### config.mk
export PLATFORM = sky130hd
export DESIGN_NAME = heapsort_max_heap
export DESIGN_NICKNAME = d
export VERILOG_FILES = /design/src/hsmh_pkg.sv /design/src/hsmh_ram.sv /design/src/hsmh_oreg.sv /design/src/heapsort_max_heap.sv
export SDC_FILE = /design/constraint.sdc
export NUM_CORES = 2
export LEC_CHECK = 0
export CORE_UTILIZATION = 45
export DETAILED_ROUTE_END_ITERATION = 6
export DONT_BUFFER_PORTS = 1
export GPL_ROUTABILITY_DRIVEN = 0
export SLEW_MARGIN = 20
export SYNTH_ARGS = -nofsm -noshare
export SYNTH_HDL_FRONTEND = slang
export SYNTH_SLANG_ARGS = --single-unit
### constraint.sdc
create_clock -name clock -period 10.5 [get_ports clock]
set_input_delay 2.1 -clock clock [delete_from_list [all_inputs] [get_ports clock]]
set_output_delay 2.1 -clock clock [all_outputs]
set_load 0.005 [all_outputs]
### src/hsmh_pkg.sv
// shared constants and types for the heapsort block
// no dependencies; imported by hsmh_oreg, heapsort_max_heap and hsmh_chk
package hsmh_pkg;

   localparam int DEPTH      = 64;
   localparam int DATA_WIDTH = 32;
   localparam int ADDR_W     = $clog2(DEPTH);
   localparam int CNT_W      = $clog2(DEPTH + 1);
   localparam int CH_W       = ADDR_W + 2;

   typedef logic signed [DATA_WIDTH-1:0] data_type;

   typedef struct packed {
      data_type value;
      logic     end_of_run;
      logic     overflowed;
   } rsp_type;

endpackage

### src/hsmh_ram.sv
// simple dual-port ram: one write port, one read port with registered data
// no dependencies
module hsmh_ram #(
   parameter int DEPTH_P = 64,
   parameter int WIDTH_P = 32
) (
   input  logic                       clock,
   input  logic                       we,
   input  logic [$clog2(DEPTH_P)-1:0] waddr,
   input  logic [WIDTH_P-1:0]         wdata,
   input  logic                       re,
   input  logic [$clog2(DEPTH_P)-1:0] raddr,
   output logic [WIDTH_P-1:0]         rdata
);

   logic [WIDTH_P-1:0] mem [DEPTH_P];
   logic [WIDTH_P-1:0] rdata_ff;

   always_ff @(posedge clock) begin
      if (we) begin
         mem[waddr] <= wdata;
      end
      if (re) begin
         rdata_ff <= mem[raddr];
      end
   end

   assign rdata = rdata_ff;

endmodule

### src/hsmh_oreg.sv
// result output register, frees itself on the cycle the result is taken
// depends on hsmh_pkg
module hsmh_oreg import hsmh_pkg::*; (
   input  logic    clock,
   input  logic    reset,
   input  logic    load,
   input  rsp_type load_data,
   output logic    free,
   output logic    out_valid,
   input  logic    out_ready,
   output rsp_type out_data
);

   logic    valid_ff, valid_in;
   rsp_type data_ff;

   assign free     = !valid_ff || out_ready;
   assign valid_in = load || (valid_ff && !out_ready);

   always_ff @(posedge clock) begin
      if (reset) begin
         valid_ff <= 1'b0;
      end else begin
         valid_ff <= valid_in;
      end
   end

   always_ff @(posedge clock) begin
      if (load) begin
         data_ff <= load_data;
      end
   end

   assign out_valid = valid_ff;
   assign out_data  = data_ff;

endmodule

### src/heapsort_max_heap.sv
// heapsort top level: load sequencer, heap sift engine and emit pass over one ram
// depends on hsmh_pkg, hsmh_ram, hsmh_oreg
//
//  channel | signals                                        | direction
//  req     | req_valid req_ready req_value req_is_last      | in
//  rsp     | rsp_valid rsp_ready rsp_sorted_value           | out
//          | rsp_end_of_run rsp_overflowed                  |
//
// load: one request per cycle, written to the ram at the fill count unless full.
// sort: each sift level reads the left child, reads the right child, then compares
//   and writes; the single ram read port keeps the two child reads apart. emission
//   reads each result from the ram, then loads it into the free output register.
// reset clears control state only; ram contents are undefined, and no clearing pass.
// a stalled result holds in the output register; requests are taken again as
//   soon as the final result of a set is loaded into it.
module heapsort_max_heap import hsmh_pkg::*; (
   input  logic                         clock,
   input  logic                         reset,
   input  logic                         req_valid,
   output logic                         req_ready,
   input  logic signed [DATA_WIDTH-1:0] req_value,
   input  logic                         req_is_last,
   output logic                         rsp_valid,
   input  logic                         rsp_ready,
   output logic signed [DATA_WIDTH-1:0] rsp_sorted_value,
   output logic                         rsp_end_of_run,
   output logic                         rsp_overflowed
);

   typedef enum logic [10:0] {
      S_LOAD = 11'b00000000001,
      S_NODE = 11'b00000000010,
      S_NV   = 11'b00000000100,
      S_CHK  = 11'b00000001000,
      S_RDR  = 11'b00000010000,
      S_CMP  = 11'b00000100000,
      S_XA   = 11'b00001000000,
      S_XB   = 11'b00010000000,
      S_XC   = 11'b00100000000,
      S_ERD  = 11'b01000000000,
      S_EOUT = 11'b10000000000
   } state_type;

   state_type        state_ff, state_in;
   logic [CNT_W-1:0] cnt_ff, cnt_in;
   logic             ovf_ff, ovf_in;
   logic [CNT_W-1:0] len_ff, len_in;
   logic [ADDR_W-1:0] k_ff, k_in;
   logic [ADDR_W-1:0] node_ff, node_in;
   logic [ADDR_W-1:0] e_ff, e_in;
   logic             build_ff, build_in;
   data_type         nv_ff, nv_in;
   data_type         lv_ff, lv_in;

   logic                  ram_we, ram_re;
   logic [ADDR_W-1:0]     ram_waddr, ram_raddr;
   logic [DATA_WIDTH-1:0] ram_wdata, ram_rdata;
   data_type              rd_val;

   logic [CH_W-1:0]  lc, rc;
   logic             lc_ok, rc_ok;
   logic             accept, store_ok, sift_done;
   logic [CNT_W-1:0] n_new, n_half;
   logic [CH_W-1:0]  big_idx;
   data_type         big_val;
   logic             moved;
   logic             out_free, out_load;
   rsp_type          out_load_data, out_data;

   assign rd_val = signed'(ram_rdata);
   assign lc     = CH_W'({node_ff, 1'b0}) + CH_W'(1);
   assign rc     = lc + CH_W'(1);
   assign lc_ok  = lc < CH_W'(len_ff);
   assign rc_ok  = rc < CH_W'(len_ff);

   assign req_ready = (state_ff == S_LOAD);
   assign accept    = req_valid && req_ready;
   assign store_ok  = (cnt_ff != CNT_W'(DEPTH));
   assign n_new     = cnt_ff + CNT_W'(store_ok);
   assign n_half    = n_new >> 1;

   // larger of node, left and right; ties keep the earlier candidate
   always_comb begin
      if (lv_ff > nv_ff) begin
         big_idx = lc;
         big_val = lv_ff;
         moved   = 1'b1;
      end else begin
         big_idx = CH_W'(node_ff);
         big_val = nv_ff;
         moved   = 1'b0;
      end
      if (rc_ok && (rd_val > big_val)) begin
         big_idx = rc;
         big_val = rd_val;
         moved   = 1'b1;
      end
   end

   always_comb begin
      state_in  = state_ff;
      cnt_in    = cnt_ff;
      ovf_in    = ovf_ff;
      len_in    = len_ff;
      k_in      = k_ff;
      node_in   = node_ff;
      e_in      = e_ff;
      build_in  = build_ff;
      nv_in     = nv_ff;
      lv_in     = lv_ff;
      ram_we    = 1'b0;
      ram_waddr = node_ff;
      ram_wdata = nv_ff;
      ram_re    = 1'b0;
      ram_raddr = node_ff;
      sift_done = 1'b0;
      out_load  = 1'b0;
      case (state_ff)
         S_LOAD: begin
            if (accept) begin
               ram_we    = store_ok;
               ram_waddr = cnt_ff[ADDR_W-1:0];
               ram_wdata = req_value;
               cnt_in    = n_new;
               if (!store_ok) begin
                  ovf_in = 1'b1;
               end
               if (req_is_last) begin
                  len_in = n_new;
                  e_in   = '0;
                  if (n_new < CNT_W'(2)) begin
                     state_in = S_ERD;
                  end else begin
                     k_in     = ADDR_W'(n_half - CNT_W'(1));
                     node_in  = ADDR_W'(n_half - CNT_W'(1));
                     build_in = 1'b1;
                     state_in = S_NODE;
                  end
               end
            end
         end
         S_NODE: begin
            ram_re    = 1'b1;
            ram_raddr = node_ff;
            state_in  = S_NV;
         end
         S_NV: begin
            nv_in    = rd_val;
            state_in = S_CHK;
         end
         S_CHK: begin
            if (lc_ok) begin
               ram_re    = 1'b1;
               ram_raddr = lc[ADDR_W-1:0];
               state_in  = S_RDR;
            end else begin
               ram_we    = 1'b1;
               sift_done = 1'b1;
            end
         end
         S_RDR: begin
            lv_in     = rd_val;
            ram_re    = rc_ok;
            ram_raddr = rc[ADDR_W-1:0];
            state_in  = S_CMP;
         end
         S_CMP: begin
            ram_we = 1'b1;
            if (moved) begin
               // child moves up, held value keeps sinking
               ram_wdata = big_val;
               node_in   = big_idx[ADDR_W-1:0];
               state_in  = S_CHK;
            end else begin
               sift_done = 1'b1;
            end
         end
         S_XA: begin
            ram_re    = 1'b1;
            ram_raddr = k_ff;
            state_in  = S_XB;
         end
         S_XB: begin
            nv_in     = rd_val;
            ram_re    = 1'b1;
            ram_raddr = '0;
            state_in  = S_XC;
         end
         S_XC: begin
            // old root goes to the end of the shrinking heap
            ram_we    = 1'b1;
            ram_waddr = k_ff;
            ram_wdata = ram_rdata;
            node_in   = '0;
            len_in    = CNT_W'(k_ff);
            state_in  = S_CHK;
         end
         S_ERD: begin
            ram_re    = 1'b1;
            ram_raddr = e_ff;
            state_in  = S_EOUT;
         end
         S_EOUT: begin
            if (out_free) begin
               out_load = 1'b1;
               if (CNT_W'(e_ff) + CNT_W'(1) == cnt_ff) begin
                  cnt_in   = '0;
                  ovf_in   = 1'b0;
                  state_in = S_LOAD;
               end else begin
                  e_in     = e_ff + ADDR_W'(1);
                  state_in = S_ERD;
               end
            end
         end
         default: begin
            state_in = S_LOAD;
         end
      endcase

      if (sift_done) begin
         if (build_ff) begin
            if (k_ff == '0) begin
               build_in = 1'b0;
               k_in     = ADDR_W'(len_ff - CNT_W'(1));
               state_in = S_XA;
            end else begin
               k_in     = k_ff - ADDR_W'(1);
               node_in  = k_ff - ADDR_W'(1);
               state_in = S_NODE;
            end
         end else begin
            if (k_ff == ADDR_W'(1)) begin
               e_in     = '0;
               state_in = S_ERD;
            end else begin
               k_in     = k_ff - ADDR_W'(1);
               state_in = S_XA;
            end
         end
      end
   end

   always_ff @(posedge clock) begin
      if (reset) begin
         state_ff <= S_LOAD;
         cnt_ff   <= '0;
         ovf_ff   <= 1'b0;
      end else begin
         state_ff <= state_in;
         cnt_ff   <= cnt_in;
         ovf_ff   <= ovf_in;
      end
   end

   always_ff @(posedge clock) begin
      len_ff   <= len_in;
      k_ff     <= k_in;
      node_ff  <= node_in;
      e_ff     <= e_in;
      build_ff <= build_in;
      nv_ff    <= nv_in;
      lv_ff    <= lv_in;
   end

   hsmh_ram #(
      .DEPTH_P (DEPTH),
      .WIDTH_P (DATA_WIDTH)
   ) u_ram (
      .clock (clock),
      .we    (ram_we),
      .waddr (ram_waddr),
      .wdata (ram_wdata),
      .re    (ram_re),
      .raddr (ram_raddr),
      .rdata (ram_rdata)
   );

   assign out_load_data.value      = rd_val;
   assign out_load_data.end_of_run = (CNT_W'(e_ff) + CNT_W'(1) == cnt_ff);
   assign out_load_data.overflowed = ovf_ff;

   hsmh_oreg u_oreg (
      .clock     (clock),
      .reset     (reset),
      .load      (out_load),
      .load_data (out_load_data),
      .free      (out_free),
      .out_valid (rsp_valid),
      .out_ready (rsp_ready),
      .out_data  (out_data)
   );

   assign rsp_sorted_value = out_data.value;
   assign rsp_end_of_run   = out_data.end_of_run;
   assign rsp_overflowed   = out_data.overflowed;

endmodule

==> results.py <==
metrics = {
    "min_path": {
        "worst_hold_startpoint": "ovf_ff",
        "hold-path-endpoint": "u_oreg.out_data[0]",
        "worstHoldPathType": "reg -> reg",
        "hold_path_depth": 0,
    },
    "die": {
        "floorplan.die.width_um": 454,
        "die-height_um": 454,
        "fp.coreArea_um2": 203000,
        "num_io_pins": 73,
        "die_area_um2": 206000,
        "std_cell_rows": 165,
        "starting_density_of_the_core": 0.454,
    },
    "worst_setup_path": {
        "critical_path_class": "reg -> reg",
        "peak_fanout_along_the_critical_path": 64,
        "worst_setup_path_end_kind": "register",
        "timing.critical_path.from": "lv_ff[22]",
        "startpoint_type": "register",
        "worstPathArrival_ps": 7250,
        "reg2reg_depth": 17,
        "worstReg2RegEnd": "u_ram.mem[55][0]",
        "required_ps": 11070,
        "reg2reg_slack_ps": 3820,
        "worstReg2RegStart": "lv_ff[22]",
    },
    "grt": {
        "global_route.usage.total": 0.289,
        "wire_length_of_the_first_global_routing_pass_mm": 427,
        "grt_max_degree": 164,
        "grt_overflow_total": 0,
        "grt_pass1_vias": 57290,
        "antenna_violations_before_repair": 11,
    },
    "layout": {
        "fillers": 17093,
        "commonest_non_fill_non_tap_cells_in_the_layout": "sky130_fd_sc_hd__edfxtp_1, sky130_fd_sc_hd__nand2_1, sky130_fd_sc_hd__nand3_1",
        "area_delta_synth_final_pct": 11.9,
        "layout.cells.most_common": "sky130_fd_sc_hd__edfxtp_1",
        "layout.core_utilization": 0.508,
        "layout.nets": 7338,
        "final_layout_size_suffix_gt1_frac": 0.0859,
        "layoutNonFillerInstCount": 10079,
    },
    "sta": {
        "grt_setup_unrepaired": "no",
        "timing.fmax_mhz": 150,
        "post_route_minimum_period_ps": 6680,
        "fin_crit_sh": 0.636,
        "worst_slew_pin_slew_ps": 1160,
        "slew_violations": 0,
        "finalHoldViolations": 0,
        "maxSlewHeadroom": 0.223,
        "clock_skew_ps": 51.3,
        "aggregate_negative_setup_slack_ps": 0,
        "finalSetupViolCount": 0,
    },
    "power_and_ir_drop": {
        "power.leakage_nw": 35.0,
        "power_density_nw_per_um2": 278,
        "peak_supply_drop_uv": 246,
    },
    "cts": {
        "clockRootBuffer": "sky130_fd_sc_hd__clkbuf_16",
        "tritoncts": "yes",
        "worst_skew_pair.late_latency_ps": 900,
        "post_cts_resized": 0,
        "postCtsSetupRepairBufs": 0,
        "h-tree-depth": 4,
        "cts-root-to-sink-buffers": 3,
        "ctsHoldBuffers": 0,
        "post_cts_clock_slew_at_the_launch_and_capture_registers_of_the_worst_setup_and_hold_paths_ps": 60,
        "cts-buffers-inserted": 218,
        "cts.sink_count": 2224,
    },
    "yosys": {
        "asyncSetResetFlopFracSynth": 0,
        "postSynthRegisterBits": 2224,
        "seq_area_frac_synth": 0.722,
        "yosys_warnings": 0,
        "number_of_instances_in_the_synthesized_netlist": 7274,
        "dominantRegCellSynth": "sky130_fd_sc_hd__edfxtp_1",
        "synth_area_leader_cell": "sky130_fd_sc_hd__edfxtp_1",
        "ys_top_cells_by_area": "sky130_fd_sc_hd__edfxtp_1, sky130_fd_sc_hd__nand2_1, sky130_fd_sc_hd__nand3_1, sky130_fd_sc_hd__a21oi_1, sky130_fd_sc_hd__ha_1",
        "number_of_enable_type_register_cells_in_the_synthesized_netlist": 2185,
        "post_synth_instance_area_um2": 92000,
        "yosysTopAreaCellShare": 0.713,
        "synth.avg_cell_area_um2": 12.6,
        "synth.lib_cells_used.distinct": 90,
        "postSynthNetCount": 7396,
    },
    "route": {
        "avgViaCountPerCell": 6.24,
        "drc": 0,
        "postRouteAntennaNets": 0,
        "route.detailed.wl_per_inst_um": 30.0,
        "detail_route.iter0.violations": 9157,
        "wl_final_mm": 302,
        "drt_pre_antenna_iters": 7,
        "route.vias.total": 62870,
    },
    "placement": {
        "numPortBuffers": 0,
        "dpl.cell_count": 9668,
        "detailedPlacementHpwl_mm": 159,
    },
    "flow_run": {
        "cap_viol_max_count": 0,
    },
    "status": {
        "outcome": "completed",
    },
}
-- registers in the layout, summed over array words and instances (netlist names) --
name              flops
u_ram.mem          2048
u_oreg.out_data      34
lv_ff                32
nv_ff                32
u_ram.rdata          32
state_ff             11
cnt_ff                7
len_ff                7
e_ff                  6
k_ff                  6
node_ff               6
build_ff              1
ovf_ff                1
u_oreg.out_valid      1
-- critical path: stages (launching register included) --
cell and delay [ps]:
sky130_fd_sc_hd__edfxtp_1 390, sky130_fd_sc_hd__ha_1 330, sky130_fd_sc_hd__nand4_1 160, sky130_fd_sc_hd__nor2_1 380, sky130_fd_sc_hd__o41a_1 270, sky130_fd_sc_hd__o31a_1 200
sky130_fd_sc_hd__o21a_2 460, sky130_fd_sc_hd__buf_4 520, sky130_fd_sc_hd__mux2i_1 200, sky130_fd_sc_hd__ha_1 460, sky130_fd_sc_hd__nand4_1 200, sky130_fd_sc_hd__nor4_1 510
sky130_fd_sc_hd__o21ai_0 270, sky130_fd_sc_hd__a21oi_2 210, sky130_fd_sc_hd__or2_2 710, sky130_fd_sc_hd__o21ai_0 270, sky130_fd_sc_hd__o21ai_4 170, sky130_fd_sc_hd__buf_4 530
-- through the flow --
stage	hold WS, ps	area, µm²	setup slack (ps)	total power, mW
after global routing	462	103000	3530	29.6
after floorplan	402	92000	2220	17.0
after global placement	434	96000	4080	20.7
after CTS	455	103000	3970	28.4
final	452	103000	3820	28.6
after detailed placement	442	96000	4040	20.8
-- power breakdown --
group | internal (mW) | switching [mW]
Sequential | 10.9 | 0.201
Combinational | 2.40 | 7.38
Clock | 4.30 | 3.43
-- how the worst max path moves through the flow --
stage	slack (ps)	depth (start not counted)	endpoint
floorplan	2220	23	u_ram.mem[0][0]
global placement	4080	20	u_ram.mem[58][0]
detailed placement	4040	17	u_ram.mem[56][0]
CTS	3970	17	u_ram.mem[19][0]
global route	3530	19	u_ram.mem[51][0]
finish	3820	17	u_ram.mem[55][0]
-- Yosys cell counts (7+ instances only) --
cell	number
sky130_fd_sc_hd__a211oi_1	45
sky130_fd_sc_hd__nand2b_1	7
sky130_fd_sc_hd__mux2i_1	105
sky130_fd_sc_hd__inv_1	62
sky130_fd_sc_hd__edfxtp_1	2185
sky130_fd_sc_hd__o2111ai_1	14
sky130_fd_sc_hd__and4_1	8
sky130_fd_sc_hd__a22oi_1	29
sky130_fd_sc_hd__o21a_1	41
sky130_fd_sc_hd__nand4_1	83
sky130_fd_sc_hd__a32oi_1	52
sky130_fd_sc_hd__mux4_2	13
sky130_fd_sc_hd__a21o_1	33
sky130_fd_sc_hd__buf_2	203
sky130_fd_sc_hd__nand3_1	894
sky130_fd_sc_hd__nor3_1	26
sky130_fd_sc_hd__nor4_1	25
sky130_fd_sc_hd__and2_1	10
sky130_fd_sc_hd__xor2_1	16
sky130_fd_sc_hd__ha_1	85
sky130_fd_sc_hd__and3_1	104
sky130_fd_sc_hd__nor2_1	223
sky130_fd_sc_hd__o31ai_1	7
sky130_fd_sc_hd__o211ai_1	21
sky130_fd_sc_hd__a311oi_1	36
sky130_fd_sc_hd__o21ai_0	171
sky130_fd_sc_hd__a21oi_1	217
sky130_fd_sc_hd__a31oi_1	115
sky130_fd_sc_hd__xnor2_1	16
sky130_fd_sc_hd__a21boi_0	10
sky130_fd_sc_hd__clkbuf_1	185
sky130_fd_sc_hd__dfxtp_1	39
sky130_fd_sc_hd__buf_1	62
sky130_fd_sc_hd__nand2_1	1953
sky130_fd_sc_hd__o22ai_1	13
sky130_fd_sc_hd__or4_1	14
sky130_fd_sc_hd__nor2b_1	14
-- cell families after synthesis --
| family | Yosys count | share of synthesized area |
|---|---|---|
| AND/OR/NAND/NOR | 3398 | 0.161 |
| adder cells (fa/ha/maj) | 85 | 0.0116 |
| buffers and inverters | 522 | 0.0245 |
| XOR/XNOR | 32 | 0.00305 |
| flip-flops | 2224 | 0.722 |
| AO/OA/AOI/OAI | 891 | 0.0636 |
| multiplexers | 122 | 0.0151 |
-- layer usage --
layer  wire (µm)  part of all wire  vias to the layer above  global-route usage
li1            -                 -                    26737                   -
met1      121000              0.40                    31742               0.415
met2      137000              0.45                     3801               0.443
met3       33000              0.11                      584              0.0496
met4       11600             0.038                        6               0.105
met5          42           0.00014                        -                   0
-- layout make-up --
class	count	area, µm²	area share
diodes	4	10.0	0.0000972
clock buffers	277	5680	0.0551
repair buffers	181	1620	0.0157
flip-flops and latches	2224	66400	0.645
well taps	2672	3340	0.0325
inverters	63	236	0.00230
clock inverters	130	1320	0.0128
multi-input cells	4528	24400	0.237
(Power assumes the default switching activity.)
